`config.mk`:
```
export PLATFORM = sky130hd
export DESIGN_NAME = rational_arith_unit_core
export DESIGN_NICKNAME = d
export VERILOG_FILES = /design/src/rtl/rau_pkg.sv /design/src/rtl/rau_divider.sv /design/src/rtl/rational_arith_unit_core.sv
export VERILOG_INCLUDE_DIRS = /design/src /design/src/rtl
export SDC_FILE = /design/constraint.sdc
export NUM_CORES = 2
export LEC_CHECK = 0
export BUFFER_PORTS_ARGS = -buffer_cell sky130_fd_sc_hd__buf_2
export CAP_MARGIN = 25
export CORE_MARGIN = 2
export CORE_UTILIZATION = 58
export DETAILED_ROUTE_END_ITERATION = 7
export PLACE_DENSITY = 0.76
export SLEW_MARGIN = 0
export SYNTH_ARGS = -nofsm -noshare
export SYNTH_HDL_FRONTEND = slang
export SYNTH_SLANG_ARGS = --single-unit
```
`constraint.sdc`:
```
create_clock -name clk -period 16.9 [get_ports clk]
set_clock_uncertainty 0.2 [all_clocks]
set_input_delay 2.535 -clock clk [delete_from_list [all_inputs] [get_ports clk]]
set_output_delay 2.535 -clock clk [all_outputs]
set_load 0.02 [all_outputs]
```
`src/rtl/rational_arith_unit_core_defines.svh`:
```
// Assertion macros for the rational arithmetic unit.
`ifndef RATIONAL_ARITH_UNIT_CORE_DEFINES_SVH
`define RATIONAL_ARITH_UNIT_CORE_DEFINES_SVH
`ifndef SYNTHESIS
`define RAU_ASSERT(label, clk, rst_n, prop) \
	label: assert property (@(posedge clk) disable iff (!rst_n) prop) else $error("rau assertion");
`define RAU_ASSERT_NORST(label, clk, prop) \
	label: assert property (@(posedge clk) prop) else $error("rau assertion");
`else
`define RAU_ASSERT(label, clk, rst_n, prop)
`define RAU_ASSERT_NORST(label, clk, prop)
`endif
`endif

```
`src/rtl/rau_pkg.sv`:
```
// Package: types, constants and helpers of the rational arithmetic unit.
`default_nettype none
package rau_pkg;
	localparam int unsigned WIDTH_DEF = 32;
	localparam int unsigned KIND_W = 3;
	localparam int unsigned EXP_W = 6;
	localparam int unsigned FIELD_W = 32;

	typedef enum logic [2:0] {
		KIND_ADD = 3'd0,
		KIND_SUB = 3'd1,
		KIND_MUL = 3'd2,
		KIND_DIV = 3'd3,
		KIND_POW = 3'd4
	} kind_t;

	typedef enum logic [3:0] {
		ST_IDLE,
		ST_M1,
		ST_M2,
		ST_M3,
		ST_POW,
		ST_GCD_CHK,
		ST_GCD_DIV,
		ST_RED_N,
		ST_RED_NW,
		ST_RED_D,
		ST_RED_DW,
		ST_SIGN,
		ST_OUT
	} state_t;

	typedef struct packed {
		logic start;
		logic quot;
	} div_ctl_t;
endpackage
`default_nettype wire

```
`src/rtl/rau_divider.sv`:
```
// Shared signed truncating divider, one quotient bit per cycle.
`default_nettype none
module rau_divider #(
	parameter int unsigned WIDTH = rau_pkg::WIDTH_DEF
) (
	input  wire logic             clk,
	input  wire logic             arst_n,
	input  wire rau_pkg::div_ctl_t ctl,
	input  wire logic [WIDTH-1:0] dividend,
	input  wire logic [WIDTH-1:0] divisor,
	output logic                  busy,
	output logic [WIDTH-1:0]      result
);
	import rau_pkg::*;
	localparam int unsigned CW = $clog2(WIDTH + 1);

	logic [WIDTH-1:0] rem_q, quo_q, dsr_q;
	logic [CW-1:0]    cnt_q;
	logic             nq_q, nr_q, quot_q;
	logic [WIDTH:0]   trial;
	logic [WIDTH-1:0] ma, mb;

	assign ma = dividend[WIDTH-1] ? (~dividend + 1'b1) : dividend;
	assign mb = divisor[WIDTH-1] ? (~divisor + 1'b1) : divisor;
	assign trial = {rem_q, quo_q[WIDTH-1]} - {1'b0, dsr_q};
	assign busy = (cnt_q != '0);

	always_ff @(posedge clk or negedge arst_n) begin
		if (!arst_n) begin
			cnt_q <= '0;
		end else if (ctl.start) begin
			cnt_q <= CW'(WIDTH);
		end else if (busy) begin
			cnt_q <= cnt_q - 1'b1;
		end
	end

	always_ff @(posedge clk) begin
		if (ctl.start) begin
			rem_q  <= '0;
			quo_q  <= ma;
			dsr_q  <= mb;
			nq_q   <= dividend[WIDTH-1] ^ divisor[WIDTH-1];
			nr_q   <= dividend[WIDTH-1];
			quot_q <= ctl.quot;
		end else if (busy) begin
			if (!trial[WIDTH]) begin
				rem_q <= trial[WIDTH-1:0];
				quo_q <= {quo_q[WIDTH-2:0], 1'b1};
			end else begin
				rem_q <= {rem_q[WIDTH-2:0], quo_q[WIDTH-1]};
				quo_q <= {quo_q[WIDTH-2:0], 1'b0};
			end
		end
	end

	always_comb begin
		if (quot_q) begin
			result = nq_q ? (~quo_q + 1'b1) : quo_q;
		end else begin
			result = nr_q ? (~rem_q + 1'b1) : rem_q;
		end
	end
endmodule
`default_nettype wire

```
`src/rtl/rational_arith_unit_core.sv`:
```
// Top level of the rational arithmetic unit: sequencer, multiplier and divider.
// One transfer in, one transfer out. An item first forms the raw fraction (for power,
// per exponent bit: multiply in the base where the bit is set, then square the base),
// then runs Euclid's gcd with one divide per step on the shared bit-serial divider, two
// more divides to reduce, and a sign fix. No new item is taken until the result
// has been transferred out.
`default_nettype none
`include "rational_arith_unit_core_defines.svh"
module rational_arith_unit_core #(
	parameter int unsigned WIDTH = rau_pkg::WIDTH_DEF
) (
	input  wire logic         clk,
	input  wire logic         arst_n,
	input  wire logic         s_tvalid,
	output logic              s_tready,
	// a_num[31:0], a_den[63:32], b_num[95:64], b_den[127:96], exponent[133:128], zeros
	input  wire logic [135:0] s_tdata,
	// kind[2:0]
	input  wire logic [2:0]   s_tuser,
	output logic              m_tvalid,
	input  wire logic         m_tready,
	// result_num[31:0], result_den[63:32]
	output logic [63:0]       m_tdata,
	// error[0]
	output logic              m_tuser
);
	import rau_pkg::*;

	state_t            st_q, st_d;
	logic [KIND_W-1:0] kind_q;
	logic [WIDTH-1:0]  an_q, ad_q, bn_q, bd_q, num_q, den_q, t_q, ga_q, gb_q;
	logic [EXP_W-1:0]  e_q;
	logic              err_q;
	logic [1:0]        pstep_q;
	logic [WIDTH-1:0]  mx, my, prod;
	div_ctl_t          dctl;
	logic [WIDTH-1:0]  dvd, dvs, dres;
	logic              dbusy;

	function automatic logic [WIDTH-1:0] fld(input logic [31:0] v);
		logic [63:0] s;
		s = {{32{v[31]}}, v};
		return s[WIDTH-1:0];
	endfunction

	function automatic logic [31:0] tof(input logic [WIDTH-1:0] v);
		logic [63:0] s;
		s = 64'(signed'(v));
		return s[31:0];
	endfunction

	assign prod = WIDTH'(mx * my);

	rau_divider #(.WIDTH(WIDTH)) u_div (
		.clk(clk), .arst_n(arst_n), .ctl(dctl), .dividend(dvd), .divisor(dvs),
		.busy(dbusy), .result(dres)
	);

	always_ff @(posedge clk or negedge arst_n) begin
		if (!arst_n) begin
			st_q <= ST_IDLE;
		end else begin
			st_q <= st_d;
		end
	end

	always_comb begin
		st_d = st_q;
		s_tready = 1'b0;
		m_tvalid = 1'b0;
		mx = an_q;
		my = bd_q;
		dctl = '0;
		dvd = ga_q;
		dvs = gb_q;
		case (st_q)
			ST_IDLE: begin
				s_tready = 1'b1;
				if (s_tvalid) begin
					if (s_tuser == KIND_POW) begin
						st_d = ST_POW;
					end else if (s_tuser > KIND_POW) begin
						st_d = ST_GCD_CHK;
					end else begin
						st_d = ST_M1;
					end
				end
			end
			ST_M1: begin
				mx = an_q;
				my = (kind_q == KIND_MUL) ? bn_q : bd_q;
				st_d = ST_M2;
			end
			ST_M2: begin
				mx = (kind_q == KIND_MUL || kind_q == KIND_DIV) ? ad_q : bn_q;
				my = (kind_q == KIND_DIV) ? bn_q : ((kind_q == KIND_MUL) ? bd_q : ad_q);
				st_d = (kind_q == KIND_MUL || kind_q == KIND_DIV) ? ST_GCD_CHK : ST_M3;
			end
			ST_M3: begin
				mx = ad_q;
				my = bd_q;
				st_d = ST_GCD_CHK;
			end
			ST_POW: begin
				case (pstep_q)
					2'd0: begin
						mx = num_q;
						my = an_q;
					end
					2'd1: begin
						mx = den_q;
						my = ad_q;
					end
					2'd2: begin
						mx = an_q;
						my = an_q;
					end
					default: begin
						mx = ad_q;
						my = ad_q;
					end
				endcase
				if (e_q == '0) begin
					st_d = ST_GCD_CHK;
				end
			end
			ST_GCD_CHK: begin
				if (gb_q == '0) begin
					st_d = (ga_q == '0) ? ST_SIGN : ST_RED_N;
				end else begin
					dctl.start = 1'b1;
					st_d = ST_GCD_DIV;
				end
			end
			ST_GCD_DIV: begin
				if (!dbusy) begin
					st_d = ST_GCD_CHK;
				end
			end
			ST_RED_N: begin
				dvd = num_q;
				dvs = ga_q;
				dctl.start = 1'b1;
				dctl.quot = 1'b1;
				st_d = ST_RED_NW;
			end
			ST_RED_NW: begin
				if (!dbusy) begin
					st_d = ST_RED_D;
				end
			end
			ST_RED_D: begin
				dvd = den_q;
				dvs = ga_q;
				dctl.start = 1'b1;
				dctl.quot = 1'b1;
				st_d = ST_RED_DW;
			end
			ST_RED_DW: begin
				if (!dbusy) begin
					st_d = ST_SIGN;
				end
			end
			ST_SIGN: begin
				st_d = ST_OUT;
			end
			ST_OUT: begin
				m_tvalid = 1'b1;
				if (m_tready) begin
					st_d = ST_IDLE;
				end
			end
			default: begin
				st_d = ST_IDLE;
			end
		endcase
	end

	always_ff @(posedge clk) begin
		case (st_q)
			ST_IDLE: begin
				kind_q  <= s_tuser;
				an_q    <= fld(s_tdata[31:0]);
				ad_q    <= fld(s_tdata[63:32]);
				bn_q    <= fld(s_tdata[95:64]);
				bd_q    <= fld(s_tdata[127:96]);
				e_q     <= s_tdata[133:128];
				pstep_q <= '0;
				err_q   <= 1'b0;
				ga_q    <= '0;
				gb_q    <= '0;
				if (s_tuser > KIND_POW) begin
					num_q <= '0;
					den_q <= '0;
				end else begin
					num_q <= WIDTH'(1);
					den_q <= WIDTH'(1);
				end
			end
			ST_M1: begin
				t_q <= prod;
				if (kind_q == KIND_MUL || kind_q == KIND_DIV) begin
					num_q <= prod;
				end
			end
			ST_M2: begin
				if (kind_q == KIND_MUL || kind_q == KIND_DIV) begin
					den_q <= prod;
					ga_q  <= num_q;
					gb_q  <= prod;
				end else begin
					num_q <= (kind_q == KIND_SUB) ? (t_q - prod) : (t_q + prod);
				end
			end
			ST_M3: begin
				den_q <= prod;
				ga_q  <= num_q;
				gb_q  <= prod;
			end
			ST_POW: begin
				if (e_q == '0) begin
					ga_q <= num_q;
					gb_q <= den_q;
				end else begin
					pstep_q <= pstep_q + 2'd1;
					case (pstep_q)
						2'd0: begin
							if (e_q[0]) begin
								num_q <= prod;
							end
						end
						2'd1: begin
							if (e_q[0]) begin
								den_q <= prod;
							end
						end
						2'd2: begin
							an_q <= prod;
						end
						default: begin
							ad_q <= prod;
							e_q  <= e_q >> 1;
						end
					endcase
				end
			end
			ST_GCD_CHK: begin
				if (gb_q == '0) begin
					if (ga_q == '0) begin
						err_q <= 1'b1;
					end else if (ga_q[WIDTH-1]) begin
						ga_q <= ~ga_q + 1'b1;
					end
				end else begin
					ga_q <= gb_q;
				end
			end
			ST_GCD_DIV: begin
				if (!dbusy) begin
					gb_q <= dres;
				end
			end
			ST_RED_D: begin
				num_q <= dres;
			end
			ST_RED_DW: begin
				if (!dbusy) begin
					den_q <= dres;
				end
			end
			ST_SIGN: begin
				if (den_q[WIDTH-1]) begin
					num_q <= ~num_q + 1'b1;
					den_q <= ~den_q + 1'b1;
				end
			end
			default: begin
			end
		endcase
	end

	assign m_tdata = {tof(den_q), tof(num_q)};
	assign m_tuser = err_q;

	`RAU_ASSERT(a_out_hold, clk, arst_n, m_tvalid && !m_tready |=> m_tvalid)
	`RAU_ASSERT(a_excl, clk, arst_n, !(s_tready && m_tvalid))
	`RAU_ASSERT(a_div_idle, clk, arst_n, dctl.start |-> !dbusy)
endmodule
`default_nettype wire
```
# Word level (Yosys, flattened, before mapping)
# Index checks and enable logic that the tools add are counted.
op_classes:
  reduce_logical: 28
  n_addsub: 12
  mul: 1
  n_lt_le_gt_ge: 1
  bitwise: 8
  n_eq_ne: 38
  mux: 74
ops:
  columns: ["op", "n"]
  rows:
  - ["two-way mux 32 bit", 34]
  - ["one-hot mux 32 bit (6 select lines)", 2]
  - ["one-hot mux 32 bit (5 select lines)", 2]
  - ["one-hot mux 32 bit (3 select lines)", 3]
  - ["adder 32 x 1 -> 32 bit (second input constant)", 7]
  - ["inverter 32 bit", 7]
  - ["one-hot mux 32 bit (2 select lines)", 3]
  - ["zero test 32 bit", 2]
  - ["one-hot mux 4 bit (13 select lines)", 1]
  - ["subtractor 33 x 32 -> 33 bit", 1]
  - ["adder 32 bit", 1]
  - ["multiplier 32 x 32 -> 32 bit", 1]
  - ["two-way mux 4 bit", 8]
  - ["subtractor 32 bit", 1]
  - ["two-way mux 31 bit", 1]
  - ["!= test 2 bit (second input constant)", 15]
  - ["two-way mux 6 bit", 4]
  - ["equality test 4 bit (second input constant)", 5]
  - ["nonzero test 6 bit", 3]
  - ["equality test 4 x 3 -> 1 bit (second input constant)", 4]
  - ["AND reduction 7 bit", 2]
  - ["one-hot mux 6 bit (2 select lines)", 1]
  - ["AND reduction 6 bit", 2]
  - ["nonzero test 5 bit", 2]
  - ["29 further kinds", 50]
word_totals:
  reg_bits: 409
  input_bits: 143

# Longest topological paths before layout
depth:
  word_depth: 9
  mapped_depth: 53

# By module
# From an unflattened synthesis, not the netlist that was laid out.
hier_totals:
  hier_cells: 4934
  area_unflattened_um2: 44815.5
modules_own_cells:
  columns: ["mod", "seq_area_each_um2", "area_per_inst_um2", "n_inst", "cells_per_inst"]
  rows:
  - ["rational_arith_unit_core", 9108.7, 35994.5, 1, 3879]
  - ["rau_divider", 2802.7, 8821.0, 1, 1055]

# Least setup slack after synthesis
# OpenSTA, ideal clock, no wires.
synth_timing:
  path_kind: "flip-flop to flip-flop"
  startpoint: "reg pstep_q[0]"
  endpoint: "reg num_q[31], data pin"
  setup_time_ps: 137
  path_stages_with_launch: 46
  synth_period_minus_slack_ps: 11702
  arrival_ps: 11365
  n_path_buf: 4
  path_slack_ps: 5198
  path_cell_list: "edfxtp_1 -> inv_1 -> ha_1 -> buf_2 -> nor2_2 -> buf_6 -> buf_2 -> mux2i_1 -> o221ai_2 -> a21oi_1 -> clkbuf_1 -> nor2_1 -> fa_1 -> fa_1 -> fa_1 -> inv_1 -> fa_1 -> inv_1 -> [10 not listed] -> a21oi_1 -> o311a_1 -> inv_1 -> a2111oi_1 -> nand2_1 -> o31ai_1 -> xnor2_1 -> ha_1 -> a21o_1 -> a21o_1 -> nor3_1 -> o21ai_0 -> o21ai_0 -> xor2_1 -> or4b_1 -> o211ai_1 -> a211oi_2 -> nand3_2"
synth_between:
  elab_chain_cells: 9
  elab_cells_between_ends: 18
  cone_classes: "2 x add/sub; 1 x mul; 2 x eq/ne; 11 x mux; 2 x reduce/logical"
synth_lines:
  columns: ["element", "line_no", "text"]
  rows:
  - ["from (decl)", "rational_arith_unit_core.sv:34", "logic [1:0] pstep_q;"]
  - ["from (signal assigned)", "rational_arith_unit_core.sv:225", "pstep_q <= pstep_q + 2'd1;"]
  - ["equality test 2 bit / zero test 2 bit (equally long branches)", "rational_arith_unit_core.sv:105", "case (pstep_q)"]
  - ["OR reduction 2 bit (no line)", null, null]
  - ["two-way mux 32 bit", "rational_arith_unit_core.sv:105", null]
  - ["one-hot mux 32 bit (3 select lines)", "rational_arith_unit_core.sv:76", "case (st_q)"]
  - ["multiplier 32 x 32 -> 32 bit (*)", "rational_arith_unit_core.sv:52", "assign prod = WIDTH'(mx * my);"]
  - ["via prod[23]", "rational_arith_unit_core.sv:35", "logic [WIDTH-1:0] mx, my, prod;"]
  - ["adder 32 bit / subtractor 32 bit (equally long branches)", "rational_arith_unit_core.sv:212", "num_q <= (kind_q == KIND_SUB) ? (t_q - prod) : (t_q + prod);"]
  - ["two-way mux 32 bit (*)", "rational_arith_unit_core.sv:212", null]
  - ["two-way mux 32 bit (*)", "rational_arith_unit_core.sv:207", "if (kind_q == KIND_MUL || kind_q == KIND_DIV) begin"]
  - ["one-hot mux 32 bit (6 select lines) (*)", "rational_arith_unit_core.sv:180", "case (st_q)"]
  - ["to (signal assigned)", "rational_arith_unit_core.sv:203", "num_q <= prod;"]
  - ["to (signal assigned)", "rational_arith_unit_core.sv:212", null]
  - ["to (signal assigned)", "rational_arith_unit_core.sv:229", "num_q <= prod;"]
  - ["to (decl)", "rational_arith_unit_core.sv:31", "logic [WIDTH-1:0] an_q, ad_q, bn_q, bd_q, num_q, den_q, t_q, ga_q, gb_q;"]
# The timed path passes the listed nets; every way through them passes the cells marked *. The select of a mux whose other input is x is not followed.
# A chain may end at the register's enable or synchronous reset.

# Worst setup path after layout
# Same ends and word-level chain as after synthesis.

==> results.json <==
{
  "critPathArrivalTime_ns": 15.33,
  "cts_htree_levels": 2,
  "end_kind": "register",
  "most_frequent_cp_cell": "fa_1",
  "ys_types": 114,
  "cts_hold_repair.buffers": 0,
  "synth_sequential_area_ratio_pct": 26.28,
  "cts-buffers-inserted": 47,
  "antenna_violating_nets_post_route": 0,
  "die_area_um2": 80390,
  "clock_sinks": 409,
  "areaGrowthSynthToFinish_pct": 8.421,
  "routed_via_density": 6.583,
  "rr_worst_depth": 42,
  "port-buffer-count": 207,
  "worst_r2r_startpoint": "pstep_q[0]$_SDFFCE_PN0P_",
  "rr_endpoint": "num_q[31]$_DFFE_PP_",
  "globalRoute.totalOverflow": 0,
  "violated_checks": "design-rule violations, max-slew violations",
  "num_vias": 40620,
  "unrepaired_setup_endpoints_after_global_routing": "no",
  "period_share_pct": 88.90,
  "cts.root.buffer_cell": "clkbuf_16",
  "slew_headroom_pct": -4.507,
  "synth.yosys.warnings": 0,
  "drc": 12,
  "layout.nets": 5843,
  "final_report_max_slew_violation_count": 1,
  "start_util_pct": 58.50,
  "initial_antenna_violation_count": 0,
  "postSynthCellCount": 5004,
  "outcome": "finished, violations left",
  "fp.dieW_um": 283.5,
  "rows": 102,
  "core_region_area_um2": 77470,
  "drive_above_1_share_pct": 11.00,
  "timing.max_cap.violations": 0,
  "timing.hold.worst.class": "register to register",
  "totalWireLength_um": 164700,
  "grt_pass1_vias": 38500,
  "dieHeight_um": 283.5,
  "synthFlopType": "edfxtp_1",
  "routed_wire_length_per_instance_um": 26.69,
  "synth_cell_area_um2": 45320,
  "cp_slowest_cell": "a222oi_1",
  "grt_max_degree": 74,
  "critPathRequiredTime_ns": 17.20,
  "slack_of_the_worst_reg_to_reg_path_ns": 1.88,
  "cts_tree": "built",
  "worstPathMaxFanout": 24,
  "synth_enable_flop_cells": 367,
  "startpoint_type": "register",
  "cts.repair.resized": 0,
  "min_delay_worst_endpoint": "e_q[1]$_DFFE_PP_",
  "postSynth.asyncResetShare_pct": 2.445,
  "finalWeightedCongestion": 1.071,
  "most-common-layout-cells": "nand2_1 (656), inv_1 (560), nor2_1 (412)",
  "drt-pass1-iter-count": 8,
  "sum_of_negative_setup_slack_ns": 0,
  "whs_path_depth": 2,
  "insertion_delay_ns": 0.64,
  "most_common_cell_after_layout_fill_and_taps_aside": "nand2_1",
  "syn_area_per_cell_um2": 9.056,
  "criticalPathCategory": "register to register",
  "cts_post_setup_buffers_inserted": 0,
  "timing.hold.worst.start": "e_q[2]$_DFFE_PP_",
  "postSynthNetCount": 5758,
  "number_of_synthesized_register_bits": 409,
  "achievable-frequency_ghz": 0.06656,
  "worst_stage_delay_on_the_critical_path_ns": 1.32,
  "fin_crit_ns": 15.02,
  "boundaryPins": 210,
  "worst_setup_hold_path_clk_slew_ns": 0.06,
  "dp_hpwl_um": 125800,
  "max_slew.worst_pin.slew_ns": 1.568,
  "global_route.usage.total_pct": 40.42,
  "final-setup-viol-count": 0,
  "cts_buffer_depth": 3,
  "grt_pass1_wl_um": 243900,
  "report.final.hold_viol_count": 0,
  "dr_iter_0_viols": 6679
}
[per-stage QoR]
stage | instances | worst slack [ns] | hold WS, ns | cell area [µm²] | util [%]
CTS | 6159 | 2.358 | 0.3531 | 49060 | 63.33
finish | 6170 | 1.875 | 0.3495 | 49130 | 63.43
global placement | 6072 | 2.331 | 0.3279 | 47430 | 61.23
global route | 6167 | 1.582 | 0.3986 | 49130 | 63.42
detailed placement | 6072 | 2.377 | 0.3400 | 47430 | 61.23
floorplan | 5004 | 5.198 | 0.3101 | 45320 | -
[worst max-delay path by stage]
stage	from	end	slack [ns]	cells past startpoint
after detailed placement	st_q[0]$_DFFE_PN0P_	num_q[31]$_DFFE_PP_	2.38	43
after floorplan	pstep_q[0]$_SDFFCE_PN0P_	num_q[31]$_DFFE_PP_	5.20	45
after CTS	st_q[0]$_DFFE_PN0P_	num_q[31]$_DFFE_PP_	2.36	43
after global routing	st_q[0]$_DFFE_PN0P_	num_q[31]$_DFFE_PP_	1.58	43
after global placement	st_q[0]$_DFFE_PN0P_	num_q[31]$_DFFE_PP_	2.33	43
final	pstep_q[0]$_SDFFCE_PN0P_	num_q[31]$_DFFE_PP_	1.88	42
[final cells by class]
type | instances | area [µm²]
Antenna cell | 3 | 7.507
Clock buffer | 56 | 1271
Clock inverter | 31 | 356.6
Fill cell | 6499 | 28330
Inverter | 565 | 2121
Multi-Input combinational cell | 3732 | 30170
Sequential cell | 409 | 11910
Tap cell | 1040 | 1301
Timing Repair Buffer | 334 | 1997
[synthesized netlist by cell type, drive strengths merged (36+ instances only)]
cell / count / area [µm²]
fa: 410 / 8208
nor2: 421 / 1595
buf: 78 / 449.2
nor3: 75 / 380.4
a222oi: 65 / 650.6
xor2: 131 / 1147
nand2: 657 / 2469
ha: 201 / 2515
o31ai: 36 / 275.3
inv: 564 / 2117
mux2i: 115 / 1151
a21oi: 180 / 912.1
nor4: 40 / 287.8
xnor2: 210 / 1866
a22oi: 87 / 653.1
edfxtp: 367 / 11020
and2: 45 / 281.5
o21ai: 279 / 1411
o221ai: 53 / 508.0
clkbuf: 220 / 825.8
nand3: 93 / 485.5
a21o: 52 / 395.4
[metal layers]
metal | track usage (%) | vias to the layer above | wire [µm]
li1 | - | 17500 | -
met1 | 55.65 | 19370 | 60490
met2 | 55.88 | 3180 | 65750
met3 | 11.82 | 567 | 25700
met4 | 25.22 | 0 | 12780
met5 | 0 | - | 0
[kinds of logic (layout without fill, tap and decap cells)]
logic type	after synthesis	after routing	share of synthesized area, %
simple gates	1568	1568	15.80
other cells	0	3	0
fa+ha+maj	611	611	23.66
mux	136	136	3.062
buf+inv	863	986	7.493
flops	409	409	26.28
compound gates	1065	1065	16.49
xor+xnor	352	352	7.209
[sequential cells by signal (all words and copies together) (netlist names), 2 cells and up]
register,cells
t_q,32
u_div.dsr_q,32
bd_q,32
an_q,32
u_div.cnt_q,6
kind_q,3
u_div.rem_q,32
bn_q,32
u_div.quo_q,32
st_q,4
den_q,32
gb_q,32
e_q,6
num_q,32
ad_q,32
pstep_q,2
ga_q,32
[worst max-delay path: cells and delay by family (launching register included)]
family,cells,cell delay (ns)
buf+inv,7,0.99
simple gates,8,2.14
xor+xnor,2,0.57
flops,1,0.42
compound gates,14,5.31
fa+ha+maj,11,5.19
Power is not shown: default switching activity piles up to over one toggle a cycle in this logic, so the estimate is an artifact.
